`src/rtl/core/c2p_pkg.sv`:
```
`timescale 1ns / 1ps

package c2p_pkg;

  localparam int unsigned MAX_WIDTH_PIXELS = 4096;
  localparam int unsigned MAX_HEIGHT_ROWS  = 4096;
  localparam int unsigned PLANE_COUNT      = 8;

  localparam int unsigned GROUP_PIXELS = 8;
  localparam int unsigned PIX_W        = 8;
  localparam int unsigned NIBBLE_W     = 4;
  localparam int unsigned PLANE_SEL_W  = $clog2(PLANE_COUNT);

  localparam int unsigned WIDTH_W    = 13;
  localparam int unsigned HEIGHT_W   = 13;
  localparam int unsigned PSTRIDE_W  = 12;
  localparam int unsigned SSTRIDE_W  = 13;
  localparam int unsigned CFG_DATA_W = 13;
  localparam int unsigned CFG_IDX_W  = 2;

  localparam int unsigned ADDR_W = 24;
  localparam int unsigned COL_W  = 9;
  localparam int unsigned ROW_W  = 12;
  localparam int unsigned BPR_W  = WIDTH_W - 3;

  localparam logic [COL_W:0] COL_LIMIT = {1'b0, {COL_W{1'b1}}};
  localparam logic [ROW_W:0] ROW_LIMIT = {1'b0, {ROW_W{1'b1}}};

  typedef logic [PIX_W-1:0]         pixel_t;
  typedef pixel_t [GROUP_PIXELS-1:0] pixel_group_t;
  typedef logic [GROUP_PIXELS-1:0]  plane_byte_t;
  typedef plane_byte_t [PLANE_COUNT-1:0] plane_group_t;

  typedef enum logic {
    CMD_START = 1'b0,
    CMD_GROUP = 1'b1
  } cmd_t;

  typedef enum logic [1:0] {
    STATUS_OK          = 2'd0,
    STATUS_BAD_DIM     = 2'd1,
    STATUS_BAD_STRIDE  = 2'd2,
    STATUS_NOT_STARTED = 2'd3
  } status_t;

  typedef enum logic [CFG_IDX_W-1:0] {
    CFG_WIDTH_PIXELS      = 2'd0,
    CFG_HEIGHT_ROWS       = 2'd1,
    CFG_PLANE_ROW_STRIDE  = 2'd2,
    CFG_SOURCE_ROW_STRIDE = 2'd3
  } cfg_idx_t;

  typedef struct packed {
    logic              emit_planes;
    logic [ADDR_W-1:0] byte_address;
    status_t           status;
    logic              frame_done;
  } ctrl_res_t;

endpackage

```
`src/rtl/core/c2p_in_if.sv`:
```
`timescale 1ns / 1ps

interface c2p_in_if
  import c2p_pkg::*;
();
  logic   valid;
  logic   ready;
  logic   cmd;
  pixel_t pixel_0;
  pixel_t pixel_1;
  pixel_t pixel_2;
  pixel_t pixel_3;
  pixel_t pixel_4;
  pixel_t pixel_5;
  pixel_t pixel_6;
  pixel_t pixel_7;

  modport source (
    output valid, cmd, pixel_0, pixel_1, pixel_2, pixel_3,
           pixel_4, pixel_5, pixel_6, pixel_7,
    input  ready
  );
  modport sink (
    input  valid, cmd, pixel_0, pixel_1, pixel_2, pixel_3,
           pixel_4, pixel_5, pixel_6, pixel_7,
    output ready
  );
endinterface

```
`src/rtl/core/c2p_out_if.sv`:
```
`timescale 1ns / 1ps

interface c2p_out_if
  import c2p_pkg::*;
();
  logic              valid;
  logic              ready;
  plane_byte_t       plane_byte_0;
  plane_byte_t       plane_byte_1;
  plane_byte_t       plane_byte_2;
  plane_byte_t       plane_byte_3;
  plane_byte_t       plane_byte_4;
  plane_byte_t       plane_byte_5;
  plane_byte_t       plane_byte_6;
  plane_byte_t       plane_byte_7;
  logic [ADDR_W-1:0] byte_address;
  logic [1:0]        status;
  logic              frame_done;

  modport source (
    output valid, plane_byte_0, plane_byte_1, plane_byte_2, plane_byte_3,
           plane_byte_4, plane_byte_5, plane_byte_6, plane_byte_7,
           byte_address, status, frame_done,
    input  ready
  );
  modport sink (
    input  valid, plane_byte_0, plane_byte_1, plane_byte_2, plane_byte_3,
           plane_byte_4, plane_byte_5, plane_byte_6, plane_byte_7,
           byte_address, status, frame_done,
    output ready
  );
endinterface

```
`src/rtl/core/c2p_cfg_if.sv`:
```
`timescale 1ns / 1ps

interface c2p_cfg_if
  import c2p_pkg::*;
();
  logic                  valid;
  logic                  ready;
  logic [CFG_IDX_W-1:0]  index;
  logic [CFG_DATA_W-1:0] data;

  modport source (
    output valid, index, data,
    input  ready
  );
  modport sink (
    input  valid, index, data,
    output ready
  );
endinterface

```
`src/rtl/core/c2p_lane.sv`:
```
`timescale 1ns / 1ps

module c2p_lane
  import c2p_pkg::*;
(
  input  pixel_group_t           pixels,
  input  logic [PLANE_SEL_W-1:0] plane_sel,
  output plane_byte_t            plane_byte
);

  logic [$clog2(PIX_W)-1:0] bit_pos;

  // even planes take the high nibble, odd planes the low one
  assign bit_pos = plane_sel[0] ? $clog2(PIX_W)'(plane_sel[PLANE_SEL_W-1:1])
                                : $clog2(PIX_W)'(NIBBLE_W) +
                                  $clog2(PIX_W)'(plane_sel[PLANE_SEL_W-1:1]);

  always_comb begin
    for (int p = 0; p < GROUP_PIXELS; p++) begin
      plane_byte[GROUP_PIXELS-1-p] = pixels[p][bit_pos];
    end
  end

endmodule

```
`src/rtl/core/c2p_ctrl.sv`:
```
`timescale 1ns / 1ps

module c2p_ctrl
  import c2p_pkg::*;
(
  input  logic       clk,
  input  logic       rst_n,
  c2p_cfg_if.sink    cfg,
  input  logic       acc,
  input  logic       cmd,
  output ctrl_res_t  res
);

  logic [WIDTH_W-1:0]   width_r;
  logic [HEIGHT_W-1:0]  height_r;
  logic [PSTRIDE_W-1:0] pstride_r;
  logic [SSTRIDE_W-1:0] sstride_r;

  logic              armed_r, armed_nxt;
  logic [COL_W-1:0]  col_r, col_nxt;
  logic [ROW_W-1:0]  row_r, row_nxt;
  logic [ADDR_W-1:0] base_r, base_nxt;

  logic [BPR_W-1:0] row_bytes;
  logic [COL_W:0]   next_col;
  logic [ROW_W:0]   next_row;
  logic             col_end;
  logic             row_end;
  status_t          check_status;

  assign cfg.ready = 1'b1;
  assign row_bytes = width_r[WIDTH_W-1:3];
  assign next_col  = {1'b0, col_r} + (COL_W+1)'(1);
  assign next_row  = {1'b0, row_r} + (ROW_W+1)'(1);
  assign col_end   = (next_col >= (COL_W+1)'(row_bytes)) || (next_col > COL_LIMIT);
  assign row_end   = (next_row >= height_r) || (next_row > ROW_LIMIT);

  always_comb begin
    if ((width_r == '0) || (width_r[2:0] != 3'd0) || (32'(width_r) > MAX_WIDTH_PIXELS) ||
        (height_r == '0) || (32'(height_r) > MAX_HEIGHT_ROWS)) begin
      check_status = STATUS_BAD_DIM;
    end else if ((pstride_r < PSTRIDE_W'(row_bytes)) || (sstride_r < width_r)) begin
      check_status = STATUS_BAD_STRIDE;
    end else begin
      check_status = STATUS_OK;
    end
  end

  always_comb begin
    armed_nxt            = armed_r;
    col_nxt              = col_r;
    row_nxt              = row_r;
    base_nxt             = base_r;
    res.emit_planes      = 1'b0;
    res.byte_address     = '0;
    res.status           = STATUS_OK;
    res.frame_done       = 1'b0;
    if (cmd == CMD_START) begin
      res.status = check_status;
      armed_nxt  = (check_status == STATUS_OK);
      col_nxt    = '0;
      row_nxt    = '0;
      base_nxt   = '0;
    end else if (!armed_r) begin
      res.status = STATUS_NOT_STARTED;
    end else begin
      res.emit_planes  = 1'b1;
      res.byte_address = base_r + ADDR_W'(col_r);
      if (col_end) begin
        col_nxt = '0;
        if (row_end) begin
          res.frame_done = 1'b1;
          armed_nxt      = 1'b0;
          row_nxt        = '0;
          base_nxt       = '0;
        end else begin
          row_nxt  = next_row[ROW_W-1:0];
          base_nxt = base_r + ADDR_W'(pstride_r);
        end
      end else begin
        col_nxt = next_col[COL_W-1:0];
      end
    end
  end

  always_ff @(posedge clk) begin
    if (!rst_n) begin
      width_r   <= '0;
      height_r  <= '0;
      pstride_r <= '0;
      sstride_r <= '0;
    end else if (cfg.valid) begin
      unique case (cfg_idx_t'(cfg.index))
        CFG_WIDTH_PIXELS:      width_r   <= cfg.data[WIDTH_W-1:0];
        CFG_HEIGHT_ROWS:       height_r  <= cfg.data[HEIGHT_W-1:0];
        CFG_PLANE_ROW_STRIDE:  pstride_r <= cfg.data[PSTRIDE_W-1:0];
        CFG_SOURCE_ROW_STRIDE: sstride_r <= cfg.data[SSTRIDE_W-1:0];
        default: ;
      endcase
    end
  end

  always_ff @(posedge clk) begin
    if (!rst_n) begin
      armed_r <= 1'b0;
      col_r   <= '0;
      row_r   <= '0;
      base_r  <= '0;
    end else if (acc) begin
      armed_r <= armed_nxt;
      col_r   <= col_nxt;
      row_r   <= row_nxt;
      base_r  <= base_nxt;
    end
  end

  a_done_is_ok: assert property (@(posedge clk) disable iff (!rst_n)
    res.frame_done |-> (res.status == STATUS_OK) && res.emit_planes)
    else $error("frame end flagged on a transaction without plane data");

  a_done_disarms: assert property (@(posedge clk) disable iff (!rst_n)
    acc && res.frame_done |=> !armed_r)
    else $error("still armed after the last group of the frame");

  a_idle_counters: assert property (@(posedge clk) disable iff (!rst_n)
    !armed_r |-> (col_r == '0) && (row_r == '0) && (base_r == '0))
    else $error("counters not cleared while disarmed");

  a_start_arms: assert property (@(posedge clk) disable iff (!rst_n)
    acc && (cmd == CMD_START) && (res.status == STATUS_OK) |=> armed_r)
    else $error("successful start did not arm the counters");

endmodule

```
`src/rtl/core/chunky_to_planar_dual_nibble_unit.sv`:
```
`timescale 1ns / 1ps
// An accepted input transaction's result is on out_ch in the cycle after it.
// Throughput: one transaction per cycle; the single output register takes a new
// result in the cycle its current one is taken, so in_ch stalls only with out_ch.
// Reset: synchronous, active low; clears the frame registers, counters, armed
// flag and output valid.

module chunky_to_planar_dual_nibble_unit
  import c2p_pkg::*;
(
  input  logic     clk,
  input  logic     rst_n,
  c2p_in_if.sink   in_ch,
  c2p_out_if.source out_ch,
  c2p_cfg_if.sink  cfg_ch
);

  logic         acc;
  pixel_group_t pix_grp;
  plane_group_t lane_byte;
  plane_group_t planes_nxt;
  ctrl_res_t    ctrl_res;

  logic              out_valid_r;
  plane_group_t      planes_r;
  logic [ADDR_W-1:0] addr_r;
  status_t           status_r;
  logic              done_r;

  assign in_ch.ready = !out_valid_r || out_ch.ready;
  assign acc         = in_ch.valid && in_ch.ready;

  assign pix_grp = {in_ch.pixel_7, in_ch.pixel_6, in_ch.pixel_5, in_ch.pixel_4,
                    in_ch.pixel_3, in_ch.pixel_2, in_ch.pixel_1, in_ch.pixel_0};

  for (genvar g = 0; g < PLANE_COUNT; g++) begin : g_lane
    c2p_lane u_lane (
      .pixels     (pix_grp),
      .plane_sel  (PLANE_SEL_W'(g)),
      .plane_byte (lane_byte[g])
    );
  end

  c2p_ctrl u_ctrl (
    .clk   (clk),
    .rst_n (rst_n),
    .cfg   (cfg_ch),
    .acc   (acc),
    .cmd   (in_ch.cmd),
    .res   (ctrl_res)
  );

  assign planes_nxt = ctrl_res.emit_planes ? lane_byte : '0;

  always_ff @(posedge clk) begin
    if (!rst_n) begin
      out_valid_r <= 1'b0;
    end else if (acc) begin
      out_valid_r <= 1'b1;
    end else if (out_ch.ready) begin
      out_valid_r <= 1'b0;
    end
  end

  always_ff @(posedge clk) begin
    if (acc) begin
      planes_r <= planes_nxt;
      addr_r   <= ctrl_res.byte_address;
      status_r <= ctrl_res.status;
      done_r   <= ctrl_res.frame_done;
    end
  end

  assign out_ch.valid        = out_valid_r;
  assign out_ch.plane_byte_0 = planes_r[0];
  assign out_ch.plane_byte_1 = planes_r[1];
  assign out_ch.plane_byte_2 = planes_r[2];
  assign out_ch.plane_byte_3 = planes_r[3];
  assign out_ch.plane_byte_4 = planes_r[4];
  assign out_ch.plane_byte_5 = planes_r[5];
  assign out_ch.plane_byte_6 = planes_r[6];
  assign out_ch.plane_byte_7 = planes_r[7];
  assign out_ch.byte_address = addr_r;
  assign out_ch.status       = status_r;
  assign out_ch.frame_done   = done_r;

endmodule
```
`src/flat_wrapper.sv`:
```
// flat-port wrapper written by rule: the top's interface ports become plain ports
module chunky_to_planar_dual_nibble_unit_flat import c2p_pkg::*;
  (clk, rst_n, in_ch_valid, in_ch_cmd, in_ch_pixel_0, in_ch_pixel_1, in_ch_pixel_2, in_ch_pixel_3, in_ch_pixel_4, in_ch_pixel_5, in_ch_pixel_6, in_ch_pixel_7, in_ch_ready, out_ch_valid, out_ch_plane_byte_0, out_ch_plane_byte_1, out_ch_plane_byte_2, out_ch_plane_byte_3, out_ch_plane_byte_4, out_ch_plane_byte_5, out_ch_plane_byte_6, out_ch_plane_byte_7, out_ch_byte_address, out_ch_status, out_ch_frame_done, out_ch_ready, cfg_ch_valid, cfg_ch_index, cfg_ch_data, cfg_ch_ready);
  c2p_in_if in_ch_i ();
  c2p_out_if out_ch_i ();
  c2p_cfg_if cfg_ch_i ();
  input  logic clk;
  input  logic rst_n;
  input wire logic [$bits(in_ch_i.valid)-1:0] in_ch_valid;
  input wire logic [$bits(in_ch_i.cmd)-1:0] in_ch_cmd;
  input wire logic [$bits(in_ch_i.pixel_0)-1:0] in_ch_pixel_0;
  input wire logic [$bits(in_ch_i.pixel_1)-1:0] in_ch_pixel_1;
  input wire logic [$bits(in_ch_i.pixel_2)-1:0] in_ch_pixel_2;
  input wire logic [$bits(in_ch_i.pixel_3)-1:0] in_ch_pixel_3;
  input wire logic [$bits(in_ch_i.pixel_4)-1:0] in_ch_pixel_4;
  input wire logic [$bits(in_ch_i.pixel_5)-1:0] in_ch_pixel_5;
  input wire logic [$bits(in_ch_i.pixel_6)-1:0] in_ch_pixel_6;
  input wire logic [$bits(in_ch_i.pixel_7)-1:0] in_ch_pixel_7;
  output wire logic [$bits(in_ch_i.ready)-1:0] in_ch_ready;
  output wire logic [$bits(out_ch_i.valid)-1:0] out_ch_valid;
  output wire logic [$bits(out_ch_i.plane_byte_0)-1:0] out_ch_plane_byte_0;
  output wire logic [$bits(out_ch_i.plane_byte_1)-1:0] out_ch_plane_byte_1;
  output wire logic [$bits(out_ch_i.plane_byte_2)-1:0] out_ch_plane_byte_2;
  output wire logic [$bits(out_ch_i.plane_byte_3)-1:0] out_ch_plane_byte_3;
  output wire logic [$bits(out_ch_i.plane_byte_4)-1:0] out_ch_plane_byte_4;
  output wire logic [$bits(out_ch_i.plane_byte_5)-1:0] out_ch_plane_byte_5;
  output wire logic [$bits(out_ch_i.plane_byte_6)-1:0] out_ch_plane_byte_6;
  output wire logic [$bits(out_ch_i.plane_byte_7)-1:0] out_ch_plane_byte_7;
  output wire logic [$bits(out_ch_i.byte_address)-1:0] out_ch_byte_address;
  output wire logic [$bits(out_ch_i.status)-1:0] out_ch_status;
  output wire logic [$bits(out_ch_i.frame_done)-1:0] out_ch_frame_done;
  input wire logic [$bits(out_ch_i.ready)-1:0] out_ch_ready;
  input wire logic [$bits(cfg_ch_i.valid)-1:0] cfg_ch_valid;
  input wire logic [$bits(cfg_ch_i.index)-1:0] cfg_ch_index;
  input wire logic [$bits(cfg_ch_i.data)-1:0] cfg_ch_data;
  output wire logic [$bits(cfg_ch_i.ready)-1:0] cfg_ch_ready;
  assign in_ch_i.valid = in_ch_valid;
  assign in_ch_i.cmd = in_ch_cmd;
  assign in_ch_i.pixel_0 = in_ch_pixel_0;
  assign in_ch_i.pixel_1 = in_ch_pixel_1;
  assign in_ch_i.pixel_2 = in_ch_pixel_2;
  assign in_ch_i.pixel_3 = in_ch_pixel_3;
  assign in_ch_i.pixel_4 = in_ch_pixel_4;
  assign in_ch_i.pixel_5 = in_ch_pixel_5;
  assign in_ch_i.pixel_6 = in_ch_pixel_6;
  assign in_ch_i.pixel_7 = in_ch_pixel_7;
  assign in_ch_ready = in_ch_i.ready;
  assign out_ch_valid = out_ch_i.valid;
  assign out_ch_plane_byte_0 = out_ch_i.plane_byte_0;
  assign out_ch_plane_byte_1 = out_ch_i.plane_byte_1;
  assign out_ch_plane_byte_2 = out_ch_i.plane_byte_2;
  assign out_ch_plane_byte_3 = out_ch_i.plane_byte_3;
  assign out_ch_plane_byte_4 = out_ch_i.plane_byte_4;
  assign out_ch_plane_byte_5 = out_ch_i.plane_byte_5;
  assign out_ch_plane_byte_6 = out_ch_i.plane_byte_6;
  assign out_ch_plane_byte_7 = out_ch_i.plane_byte_7;
  assign out_ch_byte_address = out_ch_i.byte_address;
  assign out_ch_status = out_ch_i.status;
  assign out_ch_frame_done = out_ch_i.frame_done;
  assign out_ch_i.ready = out_ch_ready;
  assign cfg_ch_i.valid = cfg_ch_valid;
  assign cfg_ch_i.index = cfg_ch_index;
  assign cfg_ch_i.data = cfg_ch_data;
  assign cfg_ch_ready = cfg_ch_i.ready;
  chunky_to_planar_dual_nibble_unit u_core (.clk(clk), .rst_n(rst_n), .in_ch(in_ch_i), .out_ch(out_ch_i), .cfg_ch(cfg_ch_i));
endmodule
```
`config.mk`:
```
export PLATFORM = sky130hd
export DESIGN_NAME = chunky_to_planar_dual_nibble_unit_flat
export DESIGN_NICKNAME = d
export VERILOG_FILES = /design/src/rtl/core/c2p_pkg.sv /design/src/rtl/core/c2p_in_if.sv /design/src/rtl/core/c2p_out_if.sv /design/src/rtl/core/c2p_cfg_if.sv /design/src/rtl/core/c2p_lane.sv /design/src/rtl/core/c2p_ctrl.sv /design/src/rtl/core/chunky_to_planar_dual_nibble_unit.sv /design/src/flat_wrapper.sv
export SDC_FILE = /design/constraint.sdc
export NUM_CORES = 1
export LEC_CHECK = 0
export ABC_AREA = 1
export BUFFER_PORTS_ARGS = -buffer_cell sky130_fd_sc_hd__buf_2
export CAP_MARGIN = 40
export CELL_PAD_IN_SITES_DETAIL_PLACEMENT = 0
export CELL_PAD_IN_SITES_GLOBAL_PLACEMENT = 1
export CORE_UTILIZATION = 25
export CTS_CLUSTER_DIAMETER = 50
export CTS_CLUSTER_SIZE = 16
export DETAILED_ROUTE_END_ITERATION = 16
export GPL_TIMING_DRIVEN = 0
export PLACE_DENSITY = 0.64
export SLEW_MARGIN = 20
export SYNTH_ARGS = -nofsm -noshare
export SYNTH_HDL_FRONTEND = slang
export SYNTH_SLANG_ARGS = --single-unit
```
`constraint.sdc`:
```
create_clock -name clk -period 2.45 [get_ports clk]
set_input_delay 0.1225 -clock clk [delete_from_list [all_inputs] [get_ports clk]]
set_output_delay 0.1225 -clock clk [all_outputs]
set_load 0.03 [all_outputs]
```
==> results of run 1 <==
[power by group through the flow]
stage               clock, mW  sequential (mW)  combinational [mW]
floorplan                   0             3.74               0.573
global placement            0             3.59                1.13
detailed placement          0             3.58                1.14
CTS                      2.87             3.51                1.31
global route             2.98             3.52                1.51
finish                   2.77             3.50                1.39
[synthesized netlist by cell type (5+ instances only)]
master and number:
nor3_1 6, xor2_1 12, nand4_1 38, nand3b_1 6, o21ai_0 82, a21oi_1 136
nand2_2 5, nand2_1 280, nor2_2 18, inv_1 224, inv_2 5, nand3_1 80
ha_1 70, xnor2_1 6, edfxtp_1 91, clkbuf_1 28, nor2_1 141, dfxtp_1 98
buf_6 6, nor3b_2 6
[final cells by class]
class / count / share of cell area
Tap cell: 577 / 0.0498
Clock buffer: 19 / 0.0313
Clock inverter: 13 / 0.00855
Sequential cell: 189 / 0.327
Buffer: 46 / 0.0207
Multi-Input combinational cell: 925 / 0.380
Timing Repair Buffer: 263 / 0.123
Inverter: 229 / 0.0598
[worst max-delay path, cell delays in order (launching register included)]
cell and delay, ps:
dfxtp_2 400, nand2_1 150, nor2_1 190, nand2_1 70
nand2_1 70, nand2_2 70, inv_2 80, ha_4 210
a21oi_4 150, nand2_1 70, nor2_1 110, nand2_2 100
a21oi_4 150, buf_12 130, nand2_8 80, buf_4 160
nor2_1 80, nand4_1 90, a21oi_2 150
[per-layer routing]
metal,global-route usage,up-vias
met3,0.0295,30
li1,-,5105
met2,0.262,263
met4,0.0453,0
met5,0,-
met1,0.196,4588
[what timing repair did]
action | 4_1_cts | 5_1_grt
gates resized for setup | 63 | 91
hold buffers | 57 | 0
pin swaps | 26 | 42
cloned | 1 | 2
setup endpoints to repair | 56 | 55
buffers inserted | 12 | 14
endpoints found under the hold margin | 57 | 0
[logic make-up after synthesis]
family / synth area share
adder cells (fa/ha/maj): 0.0847
AND/OR/NAND/NOR: 0.248
AO/OA/AOI/OAI: 0.113
buffers and inverters: 0.105
flip-flops: 0.434
XOR/XNOR: 0.0146
other: 0.000347
[how the worst max path moves through the flow]
| stage | startpoint | to | slack, ps | cells past startpoint |
|---|---|---|---|---|
| 6_report | u_core.u_ctrl.row_r[5] | u_core.u_ctrl.base_r[0] | -160 | 18 |
| 5_1_grt | u_core.u_ctrl.row_r[0] | u_core.u_ctrl.base_r[20] | -330 | 21 |
| 4_1_cts | u_core.u_ctrl.row_r[0] | u_core.u_ctrl.base_r[14] | -120 | 21 |
| 3_5_place_dp | u_core.u_ctrl.col_r[0] | u_core.u_ctrl.base_r[14] | -510 | 14 |
| 3_3_place_gp | u_core.out_ch.valid | u_core.out_ch.plane_byte_0[5] | -640 | 3 |
| 2_1_floorplan | u_core.u_ctrl.row_r[0] | u_core.u_ctrl.row_r[10] | 30 | 19 |
[metrics by stage]
step	std cells	setup TNS (ps)	cell area (um2)	setup WS, ps
floorplan	1388	0	10800	25.7
global placement	2141	-77320	12500	-645
detailed placement	2143	-20950	12500	-512
CTS	2245	-2960	14000	-118
global route	2261	-11580	14500	-332
finish	2261	-4710	14500	-162
[registers in the layout (all words and copies together), names as in the netlist, 9 cells and up]
| register | flops |
|---|---|
| u_core.u_ctrl.base_r | 24 |
| u_core.u_ctrl.col_r | 9 |
| u_core.u_ctrl.height_r | 13 |
| u_core.out_ch.byte_address | 24 |
| u_core.u_ctrl.row_r | 12 |
| u_core.u_ctrl.width_r | 13 |
| u_core.u_ctrl.sstride_r | 13 |
| u_core.u_ctrl.pstride_r | 12 |
==> impl_metrics.env, run 1 <==
export IMPL_status="complete, but fails checks"
export IMPL_violations="setup timing"
export IMPL_synthTopCellsByArea="edfxtp_1 (25%), dfxtp_1 (18%), nand2_1 (9.7%)"
export IMPL_p_sw_mw=2.31
export IMPL_die_w_um=210
export IMPL_setup_violations=39
export IMPL_startpoint_type="flop"
export IMPL_reg2reg_slack_ps=-160
export IMPL_r2r_start="u_core.u_ctrl.row_r[5]"
export IMPL_reg2regPathDepth=18
export IMPL_crit_type="flop to flop"
export IMPL_finalWorstSetupSlack_ps=-162
export IMPL_met3_length_mm=1.61
export IMPL_seq_area_frac_synth=0.434
export IMPL_nets=1828
export IMPL_overflow=0
export IMPL_viasPerCell=4.42
export IMPL_multi_input_comb_area_um2=5510
export IMPL_drt_iter0_drc=495
export IMPL_slew_violations=0
export IMPL_vias=9986
export IMPL_fin_skew_ps=15.6
export IMPL_regToRegEndpoint="u_core.u_ctrl.base_r[0]"
export IMPL_grt_pass1_vias=9580
export IMPL_syn_area_um2=10800
export IMPL_syn2layout_area_growth_pct=34.0
export IMPL_synth_warnings=0
export IMPL_die_y_um=210
export IMPL_drt_total_wl_mm=34.0
export IMPL_fin_crit_ps=2610
export IMPL_seq_power_share=0.457
export IMPL_diodes=0
export IMPL_drcViolationCount=0
export IMPL_wl_met1_mm=15.8
export IMPL_worstHoldEndpoint="u_core.u_ctrl.sstride_r[1]"
export IMPL_h_tree_depth=4
export IMPL_wl_met2_mm=16.1
export IMPL_arrival_ps=3000
export IMPL_min_path_type="input pin to flop"
export IMPL_synth_async_sr_flop_share=0
export IMPL_power_density_nw_per_um2=529
export IMPL_synth_distinct_cells=46
export IMPL_dp_hpwl_mm=25.3
export IMPL_rows=75
export IMPL_synth_cells=1388
export IMPL_ys_ff_latch=189
export IMPL_p_sw_frac=0.302
export IMPL_tritoncts="built"
export IMPL_grt_usage=0.154
export IMPL_drtAntennaViolNets=0
export IMPL_required_ps=2830
export IMPL_drive_above_1_share=0.241
export IMPL_area_sequential_um2=4740
export IMPL_cts_root_buf="clkbuf_16"
export IMPL_rsz0062_at_grt="true"
export IMPL_fmax_mhz=383
export IMPL_total_power_mw=7.66
export IMPL_io_pins=179
export IMPL_place_congestion=0.846
export IMPL_crit_fanout=6
export IMPL_max_slew_worst_pin_slew_ps=860
export IMPL_hold_path_depth=3
export IMPL_hold_worst_slack_ps=17.6
export IMPL_hold_viol=0
export IMPL_maxSlewHeadroom=0.427
export IMPL_syn_area_per_cell_um2=7.79
export IMPL_clk_path_buf_depth=2
export IMPL_maxCapViolCount=0
export IMPL_p_leak_nw=6.36
export IMPL_post_route_period_util=1.07
export IMPL_synth_top_area_frac=0.253
export IMPL_final_common_cell="nand2_1"
export IMPL_power_internal_mw=5.35
export IMPL_final_cell_mix="nand2_1 (257), inv_1 (218), buf_2 (177)"
export IMPL_antenna_found_initial=0
export IMPL_hold_start="cfg_ch_data[1]"
export IMPL_grt_max_degree=36
export IMPL_initial_core_util=0.255
export IMPL_core_area_um2=42300
export IMPL_yosysTopAreaCell="edfxtp_1"
export IMPL_detail_route_wl_per_cell_um=15.0
export IMPL_peakVddDrop_uv=339
export IMPL_comb_power_share=0.182
export IMPL_fillers=4457
export IMPL_post_route_util=0.342
export IMPL_io_buffers=176
export IMPL_highest_layer="met4"
export IMPL_cts_sinks=189
export IMPL_die_area_um2=44100
export IMPL_grt_pass1_wl_mm=52.2
export IMPL_drtPass1Iterations=5
export IMPL_syn_num_nets=1545
export IMPL_clkPwrFrac=0.361
export IMPL_synthFlopType="dfxtp_1"
export IMPL_cts_made_buffers=17
export IMPL_endpoint_kind="flop"
export IMPL_clkTransAtPathRegs_ps=80
export IMPL_insertion_delay_ps=460
export IMPL_synth_edf_count=91
(Power assumes the default switching activity.)
==> run 2, diff against run 1 <==
Settings changed: CAP_MARGIN 40 to 20, CTS_CLUSTER_SIZE 16 to 8, PLACE_DENSITY 0.64 to 0.62.
Clock period 2.45 ns to 3.2 ns, I/O delays scaled along.
==> run 2 against run 1 <==
  * The flow now finishes without violations
  * Maximum frequency fell by 11%
  * Register-to-register slack improved by 440 ps
  * Wire length is 5.8% lower
  * First-iteration DRC count grew 5.5%
  * Design area decreased by 7.3%
  * Final cell count fell by 2.2%
  * Setup slack better by 440 ps
  * Sequential share of layout area up 2.3 points
  * Combinational power is 35% lower
  * Total power shrank 25%
  * Global-route usage down 0.48 points
  * Critical path depth grew 1
==> impl_metrics.env, run 2 (synthesized netlist as in run 1, its figures left out) <==
export IMPL_dp_cells=2142
export IMPL_p_leak_nw=6.02
export IMPL_rows=75
export IMPL_clk_path_buf_depth=2
export IMPL_crit_fanout=10
export IMPL_overflow=0
export IMPL_drt_iter0_drc=522
export IMPL_cts_root_buf="clkbuf_16"
export IMPL_cts_sinks=189
export IMPL_die_area_um2=44100
export IMPL_io_buffers=176
export IMPL_maxSlewHeadroom=0.554
export IMPL_cts_made_buffers=17
export IMPL_power_internal_mw=4.05
export IMPL_final_cell_mix="nand2_1 (280), inv_1 (223), buf_2 (177)"
export IMPL_clkPwrFrac=0.376
export IMPL_post_route_period_util=0.914
export IMPL_final_cell_area_um2=13400
export IMPL_multi_input_comb_area_um2=4990
export IMPL_drtPass1Iterations=5
export IMPL_fillers=4511
export IMPL_viasPerCell=4.35
export IMPL_die_y_um=210
export IMPL_syn2layout_area_growth_pct=24.2
export IMPL_rsz0062_at_grt="false"
export IMPL_comb_power_share=0.157
export IMPL_nets=1778
export IMPL_grt_pass1_vias=9337
export IMPL_total_power_mw=5.74
export IMPL_drtAntennaViolNets=0
export IMPL_hold_worst_slack_ps=22.0
export IMPL_fmax_mhz=342
export IMPL_grt_usage=0.149
export IMPL_detail_route_wl_per_cell_um=14.5
export IMPL_fin_crit_ps=2920
export IMPL_min_path_type="input pin to flop"
export IMPL_antenna_found_initial=0
export IMPL_setup_tns_ps=0
export IMPL_vias=9612
export IMPL_dp_hpwl_mm=24.6
export IMPL_drcViolationCount=0
export IMPL_power_density_nw_per_um2=428
export IMPL_hold_viol=0
export IMPL_crit_type="flop to flop"
export IMPL_grt_max_degree=83
export IMPL_maxCapViolCount=0
export IMPL_slowest_delay_ps=430
export IMPL_instances_no_fill=2211
export IMPL_peakVddDrop_uv=346
export IMPL_reg2reg_slack_ps=280
export IMPL_final_common_cell="nand2_1"
export IMPL_clkTransAtPathRegs_ps=70
export IMPL_initial_core_util=0.255
export IMPL_grt_pass1_wl_mm=50.8
export IMPL_seq_power_share=0.468
export IMPL_diodes=0
export IMPL_p_sw_mw=1.69
export IMPL_core_area_um2=42300
export IMPL_crit_slowest_cell="dfxtp_4"
export IMPL_tritoncts="built"
export IMPL_arrival_ps=3300
export IMPL_drive_above_1_share=0.170
export IMPL_place_congestion=0.821
export IMPL_timing_critical_path_mode_cell="nand2_1"
export IMPL_slew_violations=0
export IMPL_path_cells="ha_2, inv_1, nor2_2, nand3_1, nand2_1, inv_2, ha_1, nand2_1, inv_1, nand2_1, nand2_1, nor2_1, nand2_1, a21oi_4, nand2_8, buf_12, nor2_2, nand4_1, a21oi_1"
export IMPL_p_sw_frac=0.295
export IMPL_fin_skew_ps=16.2
export IMPL_required_ps=3570
export IMPL_endpoint_kind="flop"
export IMPL_setup_violations=0
export IMPL_placed_cell_area_um2=12400
export IMPL_die_w_um=210
export IMPL_startpoint_type="flop"
export IMPL_status="completed"
export IMPL_max_slew_worst_pin_slew_ps=669
export IMPL_drt_total_wl_mm=32.0
export IMPL_h_tree_depth=4
export IMPL_area_sequential_um2=4700
export IMPL_insertion_delay_ps=450
export IMPL_io_pins=179
==> run 2: changes by cell type in the layout (fill, tap and decap cells not counted), moves of 8 or more <==
cell,previous run,this run
a21oi_1,121,135
a21oi_2,13,1
buf_4,20,2
dfxtp_1,80,95
dfxtp_4,9,1
dlygate4sd3_1,57,36
ha_1,58,69
ha_4,10,0
nand2_1,257,280
nand2_2,24,5
nand3_1,70,80
nor2_1,127,140
nor2_4,14,3
==> run 2: per-stage QoR <==
step | worst slack [ps] | utilization
6_report | 277 | 0.317
5_1_grt | 20.9 | 0.317
4_1_cts | 13.6 | 0.317
3_5_place_dp | 24.2 | 0.294
3_3_place_gp | -731 | 0.293
2_1_floorplan | 82.5 | -
==> run 2: timing repair <==
item                                    4_1_cts  5_1_grt
hold endpoints to repair                     36        0
gates resized for setup                       0       10
endpoints found under the setup margin        0       47
buffers inserted                              0        1
hold buffers                                 36        0
==> run 2: worst max-delay path: cells and delay by family (launching register included) <==
| family | cells | cell delay [ps] |
|---|---|---|
| buf+inv | 4 | 330 |
| compound gates | 2 | 450 |
| flops | 1 | 430 |
| fa+ha+maj | 2 | 530 |
| simple gates | 11 | 1100 |
==> run 2: path summary, 6_finish.rpt <==
path / from / endpoint / cells past startpoint
max: u_core.u_ctrl.row_r[0] / u_core.u_ctrl.base_r[12] / 19
max reg2reg: u_core.u_ctrl.row_r[0] / u_core.u_ctrl.base_r[12] / 19
min: in_ch_pixel_3[7] / u_core.out_ch.plane_byte_6[4] / 3
min reg2reg: u_core.u_ctrl.sstride_r[10] / u_core.u_ctrl.sstride_r[10] / 2
==> run 2: power by group through the flow <==
| stage | registers, mW | clock network [mW] | logic (mW) |
|---|---|---|---|
| 6_report | 2.69 | 2.16 | 0.900 |
| 4_1_cts | 2.69 | 2.24 | 0.907 |
| 2_1_floorplan | 2.87 | 0 | 0.437 |
| 3_3_place_gp | 2.75 | 0 | 0.858 |
| 3_5_place_dp | 2.74 | 0 | 0.869 |
| 5_1_grt | 2.70 | 2.33 | 0.995 |
==> run 2: area by class of cell <==
cell class | instances | share of cell area
Buffer | 46 | 0.0210
Clock buffer | 18 | 0.0336
Clock inverter | 14 | 0.0103
Inverter | 229 | 0.0644
Multi-Input combinational cell | 924 | 0.372
Sequential cell | 189 | 0.350
Tap cell | 577 | 0.0538
Timing Repair Buffer | 214 | 0.0951
==> run 2: layer usage <==
layer	track usage	routed length, um	up-vias
li1	-	-	4992
met1	0.198	15300	4345
met2	0.248	14800	260
met3	0.0273	1660	15
met4	0.0355	289	0
met5	0	0	-
